--- config.mk ---
export PLATFORM = sky130hd
export DESIGN_NAME = grid_bucket_neighbourhood
export DESIGN_NICKNAME = d
export VERILOG_FILES = /design/src/gbn_pkg.sv /design/src/gbn_div_stage.sv /design/src/grid_bucket_neighbourhood.sv
export SDC_FILE = /design/constraint.sdc
export NUM_CORES = 2
export LEC_CHECK = 0
export BUFFER_PORTS_ARGS = -buffer_cell sky130_fd_sc_hd__clkbuf_2
export CAP_MARGIN = 10
export CORE_MARGIN = 1.5
export CORE_UTILIZATION = 25
export CTS_CLUSTER_DIAMETER = 120
export CTS_CLUSTER_SIZE = 12
export DETAILED_ROUTE_END_ITERATION = 12
export PLACE_DENSITY_LB_ADDON = 0.15
export RECOVER_POWER = 100
export SYNTH_ARGS = -nofsm -noshare
export SYNTH_HDL_FRONTEND = slang
export SYNTH_SLANG_ARGS = --single-unit
--- constraint.sdc ---
create_clock -name clk_i -period 18.89 [get_ports clk_i]
set_input_delay 1.889 -clock clk_i [delete_from_list [all_inputs] [get_ports clk_i]]
set_output_delay 1.889 -clock clk_i [all_outputs]
set_load 0.01 [all_outputs]
--- src/gbn_pkg.sv ---
// ----------------------------------------------------------------------------
// gbn_pkg
// Shared widths, register indexes and the neighbour offset tables of the
// grid bucket neighbourhood block.
// ----------------------------------------------------------------------------
package gbn_pkg;

  // Field and register widths
  localparam int unsigned COORD_W          = 24;
  localparam int unsigned AXIS_W           = 9;
  localparam int unsigned REM_W            = 13;
  localparam int unsigned CELL_W           = 16;
  localparam int unsigned SLOT_W           = 4;
  localparam int unsigned DIV_BITS_PER_STG = 4;
  localparam int unsigned CFG_IDX_W        = 2;
  localparam int unsigned CFG_DATA_W       = 13;

  // Configuration register indexes
  localparam logic [CFG_IDX_W-1:0] CFG_CELLS_X   = 2'd0;
  localparam logic [CFG_IDX_W-1:0] CFG_CELLS_Y   = 2'd1;
  localparam logic [CFG_IDX_W-1:0] CFG_CELL_SIZE = 2'd2;

  // Position of a row or column index relative to the grid edges
  typedef enum logic [1:0] {
    EDGE_FIRST = 2'd0,
    EDGE_MID   = 2'd1,
    EDGE_LAST  = 2'd2
  } edge_e;

  // Neighbourhood class: row class * 3 + column class
  typedef logic [3:0] nb_cls_t;

  // Offsets plus one, packed as {row[1:0], col[1:0]}, per class and slot
  localparam logic [3:0] NB_OFF [9][9] = '{
    '{4'h5, 4'h6, 4'h9, 4'hA, 4'h0, 4'h0, 4'h0, 4'h0, 4'h0},
    '{4'h4, 4'h5, 4'h6, 4'h8, 4'h9, 4'hA, 4'h0, 4'h0, 4'h0},
    '{4'h4, 4'h5, 4'h8, 4'h9, 4'h0, 4'h0, 4'h0, 4'h0, 4'h0},
    '{4'h1, 4'h5, 4'h9, 4'h2, 4'h6, 4'hA, 4'h0, 4'h0, 4'h0},
    '{4'h0, 4'h1, 4'h2, 4'h4, 4'h5, 4'h6, 4'h8, 4'h9, 4'hA},
    '{4'h0, 4'h4, 4'h8, 4'h1, 4'h5, 4'h9, 4'h0, 4'h0, 4'h0},
    '{4'h1, 4'h2, 4'h5, 4'h6, 4'h0, 4'h0, 4'h0, 4'h0, 4'h0},
    '{4'h0, 4'h1, 4'h2, 4'h4, 4'h5, 4'h6, 4'h0, 4'h0, 4'h0},
    '{4'h0, 4'h1, 4'h4, 4'h5, 4'h0, 4'h0, 4'h0, 4'h0, 4'h0}
  };

  localparam logic [SLOT_W-1:0] NB_CNT [9] = '{
    4'd4, 4'd6, 4'd4, 4'd6, 4'd9, 4'd6, 4'd4, 4'd6, 4'd4
  };

  function automatic nb_cls_t nb_class(edge_e rc, edge_e cc);
    logic [3:0] r;
    logic [3:0] c;
    r = 4'(rc);
    c = 4'(cc);
    return 4'(r * 4'd3 + c);
  endfunction

  function automatic logic [SLOT_W-1:0] nb_count(nb_cls_t cls);
    if (cls > 4'd8) begin
      return '0;
    end
    return NB_CNT[cls];
  endfunction

  function automatic logic [3:0] nb_offset(nb_cls_t cls, logic [SLOT_W-1:0] k);
    if (cls > 4'd8 || k > 4'd8) begin
      return 4'h5;
    end
    return NB_OFF[cls][k];
  endfunction

endpackage

--- src/gbn_div_stage.sv ---
// ----------------------------------------------------------------------------
// gbn_div_stage
// One register stage of the pipelined restoring divider: retires STEPS
// quotient bits for both axes against the shared divisor.
// ----------------------------------------------------------------------------
module gbn_div_stage import gbn_pkg::*; #(
  parameter int unsigned DVD_W = 16,
  parameter int unsigned STEPS = 4
) (
  input  logic                        clk_i,
  input  logic                        rst_ni,
  input  logic [REM_W-1:0]            divisor_i,
  input  logic                        valid_i,
  output logic                        ready_o,
  input  logic [1:0][REM_W-1:0]       rem_i,
  input  logic [1:0][DVD_W-1:0]       dvd_i,
  output logic                        valid_o,
  input  logic                        ready_i,
  output logic [1:0][REM_W-1:0]       rem_o,
  output logic [1:0][DVD_W-1:0]       dvd_o
);

  logic                  valid_q;
  logic                  load;
  logic [1:0][REM_W-1:0] rem_d, rem_q;
  logic [1:0][DVD_W-1:0] dvd_d, dvd_q;

  assign ready_o = !valid_q || ready_i;
  assign load    = valid_i && ready_o;

  // Restoring division steps; quotient bits shift in from the bottom
  always_comb begin
    logic [REM_W:0]   t;
    logic [REM_W-1:0] r;
    logic [DVD_W-1:0] q;
    for (int a = 0; a < 2; a++) begin
      r = rem_i[a];
      q = dvd_i[a];
      for (int s = 0; s < STEPS; s++) begin
        t = {r, q[DVD_W-1]};
        q = q << 1;
        if (t >= {1'b0, divisor_i}) begin
          r    = REM_W'(t - {1'b0, divisor_i});
          q[0] = 1'b1;
        end else begin
          r = t[REM_W-1:0];
        end
      end
      rem_d[a] = r;
      dvd_d[a] = q;
    end
  end

  // Stage valid
  always_ff @(posedge clk_i or negedge rst_ni) begin
    if (!rst_ni) begin
      valid_q <= 1'b0;
    end else if (ready_o) begin
      valid_q <= valid_i;
    end
  end

  // Stage payload
  always_ff @(posedge clk_i) begin
    if (load) begin
      rem_q <= rem_d;
      dvd_q <= dvd_d;
    end
  end

  assign valid_o = valid_q;
  assign rem_o   = rem_q;
  assign dvd_o   = dvd_q;

endmodule

--- src/grid_bucket_neighbourhood.sv ---
// ----------------------------------------------------------------------------
// grid_bucket_neighbourhood
// Maps a fixed-point shape centre to its grid cell and lists the cells of
// the clipped 3x3 neighbourhood, one result per transfer.
// ----------------------------------------------------------------------------
// Each input transfer yields 9, 6 or 4 results (interior, edge, corner cell)
// or a single result flagged outside, on one result channel at one result
// per cycle while out_ready_i stays high; the input side keeps accepting
// until the stages in front of the result sequencer are full. Cell row and
// column come from a pipelined restoring divider that retires four quotient
// bits per stage, ceil((24 - COORD_FRACTION_BITS) / 4) stages (4 at
// defaults), followed by a classify/multiply stage, a home-index stage, the
// result sequencer and the output register. Configuration is written
// through the cfg channel, which is always ready.
module grid_bucket_neighbourhood import gbn_pkg::*; #(
  parameter int unsigned MAX_CELLS_PER_AXIS  = 256,
  parameter int unsigned COORD_FRACTION_BITS = 8
) (
  input  logic                  clk_i,
  input  logic                  rst_ni,
  // configuration
  input  logic                  cfg_valid_i,
  output logic                  cfg_ready_o,
  input  logic [CFG_IDX_W-1:0]  cfg_index_i,
  input  logic [CFG_DATA_W-1:0] cfg_data_i,
  // input items
  input  logic                  in_valid_i,
  output logic                  in_ready_o,
  input  logic [COORD_W-1:0]    centre_x_i,
  input  logic [COORD_W-1:0]    centre_y_i,
  // results
  output logic                  out_valid_o,
  input  logic                  out_ready_i,
  output logic [CELL_W-1:0]     home_cell_o,
  output logic [CELL_W-1:0]     neighbour_cell_o,
  output logic [SLOT_W-1:0]     slot_o,
  output logic [SLOT_W-1:0]     neighbour_count_o,
  output logic                  outside_o,
  output logic                  last_o
);

  localparam int unsigned DIV_W    = COORD_W - COORD_FRACTION_BITS;
  localparam int unsigned NUM_STG  = (DIV_W + DIV_BITS_PER_STG - 1) / DIV_BITS_PER_STG;
  localparam int unsigned DVD_W    = NUM_STG * DIV_BITS_PER_STG;
  localparam int unsigned CMP_W    = (DVD_W > AXIS_W) ? DVD_W : AXIS_W;
  localparam int unsigned AXIS_LIM = (1 << AXIS_W) - 1;
  localparam int unsigned AXIS_MAX = (MAX_CELLS_PER_AXIS < AXIS_LIM) ?
                                     MAX_CELLS_PER_AXIS : AXIS_LIM;
  localparam logic [AXIS_W-1:0] AXIS_MAX_V = AXIS_W'(AXIS_MAX);
  localparam logic [AXIS_W-1:0] AXIS_MIN_V = AXIS_W'(2);
  localparam int unsigned PROD_W   = 2 * AXIS_W;

  // --------------------------------------------------------------------------
  // Configuration registers
  // --------------------------------------------------------------------------
  logic [AXIS_W-1:0] cells_x_q, cells_y_q;
  logic [REM_W-1:0]  cell_size_q;

  assign cfg_ready_o = 1'b1;

  always_ff @(posedge clk_i or negedge rst_ni) begin
    if (!rst_ni) begin
      cells_x_q   <= AXIS_W'(2);
      cells_y_q   <= AXIS_W'(2);
      cell_size_q <= REM_W'(1);
    end else if (cfg_valid_i) begin
      case (cfg_index_i)
        CFG_CELLS_X:   cells_x_q   <= cfg_data_i[AXIS_W-1:0];
        CFG_CELLS_Y:   cells_y_q   <= cfg_data_i[AXIS_W-1:0];
        CFG_CELL_SIZE: cell_size_q <= cfg_data_i[REM_W-1:0];
        default: ;
      endcase
    end
  end

  // Effective grid size and divisor
  logic [AXIS_W-1:0] nx, ny;
  logic [REM_W-1:0]  divisor;

  assign nx = (cells_x_q < AXIS_MIN_V) ? AXIS_MIN_V :
              (cells_x_q > AXIS_MAX_V) ? AXIS_MAX_V : cells_x_q;
  assign ny = (cells_y_q < AXIS_MIN_V) ? AXIS_MIN_V :
              (cells_y_q > AXIS_MAX_V) ? AXIS_MAX_V : cells_y_q;
  assign divisor = (cell_size_q == '0) ? REM_W'(1) : cell_size_q;

  // --------------------------------------------------------------------------
  // Divider pipeline: whole pixels divided by the cell size, both axes
  // --------------------------------------------------------------------------
  logic [NUM_STG:0]                  stg_valid;
  logic [NUM_STG:0]                  stg_ready;
  logic [NUM_STG:0][1:0][REM_W-1:0]  stg_rem;
  logic [NUM_STG:0][1:0][DVD_W-1:0]  stg_dvd;

  assign stg_valid[0]  = in_valid_i;
  assign in_ready_o    = stg_ready[0];
  assign stg_rem[0]    = '0;
  assign stg_dvd[0][0] = DVD_W'(centre_x_i >> COORD_FRACTION_BITS);
  assign stg_dvd[0][1] = DVD_W'(centre_y_i >> COORD_FRACTION_BITS);

  for (genvar g = 0; g < NUM_STG; g++) begin : g_div
    gbn_div_stage #(
      .DVD_W (DVD_W),
      .STEPS (DIV_BITS_PER_STG)
    ) u_stage (
      .clk_i     (clk_i),
      .rst_ni    (rst_ni),
      .divisor_i (divisor),
      .valid_i   (stg_valid[g]),
      .ready_o   (stg_ready[g]),
      .rem_i     (stg_rem[g]),
      .dvd_i     (stg_dvd[g]),
      .valid_o   (stg_valid[g+1]),
      .ready_i   (stg_ready[g+1]),
      .rem_o     (stg_rem[g+1]),
      .dvd_o     (stg_dvd[g+1])
    );
  end

  // --------------------------------------------------------------------------
  // Classify stage: range check, edge classes, row times stride
  // --------------------------------------------------------------------------
  logic [CMP_W-1:0]  qx, qy;
  logic [AXIS_W-1:0] row_i, col_j;
  logic              c_outside_d;
  edge_e             c_rc_d, c_cc_d;
  logic [PROD_W-1:0] c_prod_d;

  logic              c_valid_q, c_ready;
  logic              c_outside_q;
  edge_e             c_rc_q, c_cc_q;
  logic [PROD_W-1:0] c_prod_q;
  logic [AXIS_W-1:0] c_col_q;

  // downstream stage handshakes
  logic              h_ready, em_take;

  always_comb begin
    qx          = CMP_W'(stg_dvd[NUM_STG][0]);
    qy          = CMP_W'(stg_dvd[NUM_STG][1]);
    row_i       = AXIS_W'(qx);
    col_j       = AXIS_W'(qy);
    c_outside_d = (qx >= CMP_W'(nx)) || (qy >= CMP_W'(ny));
    c_rc_d      = (row_i == '0) ? EDGE_FIRST :
                  (row_i == nx - AXIS_W'(1)) ? EDGE_LAST : EDGE_MID;
    c_cc_d      = (col_j == '0) ? EDGE_FIRST :
                  (col_j == ny - AXIS_W'(1)) ? EDGE_LAST : EDGE_MID;
    c_prod_d    = {{AXIS_W{1'b0}}, ny} * {{AXIS_W{1'b0}}, row_i};
  end

  assign c_ready            = !c_valid_q || h_ready;
  assign stg_ready[NUM_STG] = c_ready;

  always_ff @(posedge clk_i or negedge rst_ni) begin
    if (!rst_ni) begin
      c_valid_q <= 1'b0;
    end else if (c_ready) begin
      c_valid_q <= stg_valid[NUM_STG];
    end
  end

  always_ff @(posedge clk_i) begin
    if (c_ready && stg_valid[NUM_STG]) begin
      c_outside_q <= c_outside_d;
      c_rc_q      <= c_rc_d;
      c_cc_q      <= c_cc_d;
      c_prod_q    <= c_prod_d;
      c_col_q     <= col_j;
    end
  end

  // --------------------------------------------------------------------------
  // Home stage: home index and neighbourhood class
  // --------------------------------------------------------------------------
  logic              h_valid_q;
  logic              h_outside_q;
  logic [CELL_W-1:0] h_home_q;
  nb_cls_t           h_cls_q;

  assign h_ready = !h_valid_q || em_take;

  always_ff @(posedge clk_i or negedge rst_ni) begin
    if (!rst_ni) begin
      h_valid_q <= 1'b0;
    end else if (h_ready) begin
      h_valid_q <= c_valid_q;
    end
  end

  always_ff @(posedge clk_i) begin
    if (h_ready && c_valid_q) begin
      h_outside_q <= c_outside_q;
      h_home_q    <= CELL_W'(c_prod_q + PROD_W'(c_col_q));
      h_cls_q     <= nb_class(c_rc_q, c_cc_q);
    end
  end

  // --------------------------------------------------------------------------
  // Result sequencer: walks the slots of one item into the output register
  // --------------------------------------------------------------------------
  logic              em_valid_q;
  logic              em_outside_q;
  logic [CELL_W-1:0] em_home_q;
  nb_cls_t           em_cls_q;
  logic [SLOT_W-1:0] em_cnt_q;
  logic [SLOT_W-1:0] em_slot_d, em_slot_q;
  logic              em_last, out_load;

  logic              out_valid_q;

  assign out_load = em_valid_q && (!out_valid_q || out_ready_i);
  assign em_last  = em_outside_q || (em_slot_q == em_cnt_q - SLOT_W'(1));
  assign em_take  = !em_valid_q || (out_load && em_last);

  always_comb begin
    em_slot_d = em_slot_q;
    if (em_take) begin
      em_slot_d = '0;
    end else if (out_load) begin
      em_slot_d = em_slot_q + SLOT_W'(1);
    end
  end

  always_ff @(posedge clk_i or negedge rst_ni) begin
    if (!rst_ni) begin
      em_valid_q <= 1'b0;
      em_slot_q  <= '0;
    end else begin
      if (em_take) begin
        em_valid_q <= h_valid_q;
      end
      em_slot_q <= em_slot_d;
    end
  end

  always_ff @(posedge clk_i) begin
    if (em_take && h_valid_q) begin
      em_outside_q <= h_outside_q;
      em_home_q    <= h_home_q;
      em_cls_q     <= h_cls_q;
      em_cnt_q     <= h_outside_q ? '0 : nb_count(h_cls_q);
    end
  end

  // Neighbour index: home plus/minus one row stride, plus column offset
  logic [3:0]        nb_off;
  logic [1:0]        dr, dc;
  logic [CELL_W-1:0] stride, row_base, nb_cell;

  always_comb begin
    nb_off = nb_offset(em_cls_q, em_slot_q);
    dr     = nb_off[3:2];
    dc     = nb_off[1:0];
    stride = CELL_W'(ny);
    case (dr)
      2'd0:    row_base = em_home_q - stride;
      2'd2:    row_base = em_home_q + stride;
      default: row_base = em_home_q;
    endcase
    nb_cell = row_base + CELL_W'(dc) - CELL_W'(1);
  end

  // --------------------------------------------------------------------------
  // Output register
  // --------------------------------------------------------------------------
  logic [CELL_W-1:0] home_q, cell_q;
  logic [SLOT_W-1:0] slot_q, count_q;
  logic              outside_q, last_q;

  always_ff @(posedge clk_i or negedge rst_ni) begin
    if (!rst_ni) begin
      out_valid_q <= 1'b0;
    end else if (out_load) begin
      out_valid_q <= 1'b1;
    end else if (out_ready_i) begin
      out_valid_q <= 1'b0;
    end
  end

  always_ff @(posedge clk_i) begin
    if (out_load) begin
      home_q    <= em_outside_q ? '0 : em_home_q;
      cell_q    <= em_outside_q ? '0 : nb_cell;
      slot_q    <= em_outside_q ? '0 : em_slot_q;
      count_q   <= em_cnt_q;
      outside_q <= em_outside_q;
      last_q    <= em_last;
    end
  end

  assign out_valid_o       = out_valid_q;
  assign home_cell_o       = home_q;
  assign neighbour_cell_o  = cell_q;
  assign slot_o            = slot_q;
  assign neighbour_count_o = count_q;
  assign outside_o         = outside_q;
  assign last_o            = last_q;

  // --------------------------------------------------------------------------
  // Assertions
  // --------------------------------------------------------------------------
  // An in-grid result always lies inside its list
  a_slot_in_list: assert property (@(posedge clk_i) disable iff (!rst_ni)
    out_valid_o && !outside_o |-> slot_o < neighbour_count_o)
    else $error("slot beyond neighbour count");

  // An outside result is a lone, empty, final result
  a_outside_lone: assert property (@(posedge clk_i) disable iff (!rst_ni)
    out_valid_o && outside_o |-> last_o && neighbour_count_o == '0 && slot_o == '0)
    else $error("outside result not single and empty");

  // After a non-final transfer the next slot follows at once
  a_slot_step: assert property (@(posedge clk_i) disable iff (!rst_ni)
    out_valid_o && out_ready_i && !last_o |=>
      out_valid_o && slot_o == $past(slot_o) + SLOT_W'(1))
    else $error("slot sequence broken");

  // Only 4, 6 or 9 neighbours for a cell inside the grid
  a_count_legal: assert property (@(posedge clk_i) disable iff (!rst_ni)
    em_valid_q && !em_outside_q |->
      em_cnt_q == SLOT_W'(4) || em_cnt_q == SLOT_W'(6) || em_cnt_q == SLOT_W'(9))
    else $error("illegal neighbour count");

endmodule

==> reports/qor.yml <==
die-width_um: 397
yosysUniqueCellTypes: 99
clock-sinks: 365
synthToLayoutAreaGrowth_pct: 10.8
yosysMostFrequentCell: "ha_1"
rsz0062_at_grt: "false"
routabilityCongestion: 0.817
failed_checks: "max-capacitance violations, max-slew violations"
synth_seq_area_share_pct: 27.7
startpoint_type: "register"
critPathArrivalTime_ns: 16.45
h-tree-depth: 2
netlist_top_cells_count: "ha_1 (497), nor2_1 (323), edfxtp_1 (322), nand2_1 (318), inv_1 (306)"
drt_iter0_drc: 1586
end_kind: "register"
grt_pass1_vias: 31000
num_vias: 31100
drive_above_1_share_pct: 8.58
cts_buffers: 40
synthesis.area_um2: 38700
postSynth.asyncResetShare_pct: 11.8
routed_via_density: 4.85
fillers: 16500
clk_path_buf_depth: 3
antenna_found_initial: 4
setup_violations: 0
worst_slew_pin_slew_ns: 3.72
drt_first_pass_iters: 7
synthesis.nets: 4892
maxSlewViolCount: 376
yosys-top-cells-area: "edfxtp_1 (25%), ha_1 (16%), mux2_2 (5.2%), xnor2_1 (4.9%), fa_1 (4.2%)"
postCtsSetupBuffers: 0
multi_input_area_um2: 26400
core-area_um2: 154000
max-cap-violations: 10
grt_pass1_wl_um: 183000
relSlewSlack_pct: -148
rows: 144
track_usage_pct: 14.8
ff_latch_area_um2: 10800
slowest_stage: "nand2b_1"
synth.top_cell.area_share_pct: 25.0
grt_max_degree: 55
avgSynthCellArea_um2: 9.13
status: "finished with violations"
path_class: "register to register"
worstSkewPairLatency_ns: 0.64
crit_fanout: 26
nets: 5001
io_pins: 113
overflow: 0
max_freq_mhz: 62.6
yosys_warnings: 0
hold_viol: 0
cts_tree: "done"
drc_errors: 0
hp-class: "register to register"
cts_hold_buf: 0
max_stage_delay_ns: 1.07
synth_ff_type: "edfxtp_1"
die_area_um2: 157000
path_clk_slew_ns: 0.07
postSynthCellCount: 4245
post_cts_resized: 0
ant_nets: 0
initial_utilization_pct: 25.1
crit_path_frequent_cell: "o21ai_0"
routed_wl_um: 118000
synth_seq_cells: 365
synth_edf_count: 322
finClkSkew_ns: 0.0788
cp.required_ns: 19.37
place_hpwl_um: 92600
finalCriticalPeriod_ns: 15.97
clock-root-buffer: "clkbuf_16"
die-height_um: 397
drt-wirelength-per-cell_um: 18.4
port_buffers: 95
yosys.area.top_type: "edfxtp_1"
finalCritPeriodShare_pct: 84.6
setup_tns_ns: 0
==> final cells by class <==
cell class                      count  share of cell area (%)
Multi-Input combinational cell   3475                    61.5
Clock buffer                       57                    2.55
Clock inverter                     11                   0.251
Inverter                          310                    2.71
Antenna cell                        1                 0.00583
Timing Repair Buffer              162                    1.95
Sequential cell                   365                    25.0
Tap cell                         2044                    5.96
==> critical path: cells and delay by family (launching register included) <==
kind	cells	cell delay, ns
compound gates	23	6.51
simple gates	10	4.66
buf+inv	5	2.26
fa+ha+maj	5	1.95
flops	1	0.40
==> registers in the layout (all words and copies together), names as in the netlist, 13 cells and up <==
name,cells
g_div.u_stage.dvd_o,128
g_div.u_stage.rem_o,78
c_prod_q,16
em_home_q,16
h_home_q,16
home_cell_o,16
neighbour_cell_o,16
cell_size_q,13
==> stage by stage <==
stage                     instances  hold slack (ns)  instance area (um^2)  setup WS [ns]  util, %
after floorplan                4245            0.400                 38700           7.17        -
after global placement         6356            0.401                 41900           4.67     27.2
after detailed placement       6356            0.405                 41900           4.60     27.2
after CTS                      6424            0.393                 43100           4.55     28.0
after global routing           6424            0.396                 42900           1.83     27.9
final                          6425            0.403                 42900           2.92     27.9
==> cell families (layout without fill, tap and decap cells) <==
group / Yosys count / after routing / share of synthesized area, %
adders and majority gates: 579 / 579 / 20.3
and+or+nand+nor: 1283 / 1283 / 16.3
other: 1 / 2 / 0.00968
buffers and inverters: 405 / 540 / 4.03
xor gates and xnor gates: 324 / 324 / 7.32
AOI/OAI and AO/OA: 1064 / 1064 / 17.9
muxes: 224 / 224 / 6.38
DFF: 365 / 365 / 27.7
==> placed cells by master (no fill, tap or decap), drive strengths merged, types with 13 or more instances in the layout <==
master / instances
a21boi: 26
and3: 39
or3: 27
nand2b: 74
and2: 53
nor3: 110
o211ai: 21
clkbuf: 173
o221ai: 13
xor2: 106
inv: 313
nor2b: 110
nor2: 325
o31a: 18
nand3: 75
dfrtp: 40
edfxtp: 322
a211oi: 42
buf: 46
o21bai: 19
fa: 82
nor4: 30
or2: 19
o21ai: 258
nand4: 57
o21a: 58
xnor2: 218
ha: 497
a31oi: 33
a221o: 25
o41ai: 19
o31ai: 26
a211o: 13
mux2i: 42
a21o: 95
nand2: 318
mux2: 182
a21oi: 299
==> final timing paths <==
path,from,endpoint,slack [ns],cells past startpoint
worst max-delay path,cell_size_q[2],g_div[2].u_stage.rem_o[18],2.92,43
worst min-delay path,g_div[1].u_stage.dvd_o[20],g_div[2].u_stage.dvd_o[24],0.40,0
worst max register to register,cell_size_q[2],g_div[2].u_stage.rem_o[18],2.92,43
worst min register to register,g_div[1].u_stage.dvd_o[20],g_div[2].u_stage.dvd_o[24],0.40,0
max in group asynchronous,rst_ni,cell_size_q[1],14.63,2
min in group asynchronous,rst_ni,cell_size_q[12],2.34,2
==> metal layers <==
metal / GRT usage (%) / vias up / share of wire [%]
met5: 0 / - / 0
met4: 3.24 / 0 / 2.0
met3: 1.41 / 102 / 2.8
met2: 25.9 / 418 / 48
met1: 19.7 / 14900 / 47
li1: - / 15800 / -
Power is not shown: default switching activity piles up to over one toggle a cycle in this logic, so the estimate is an artifact.
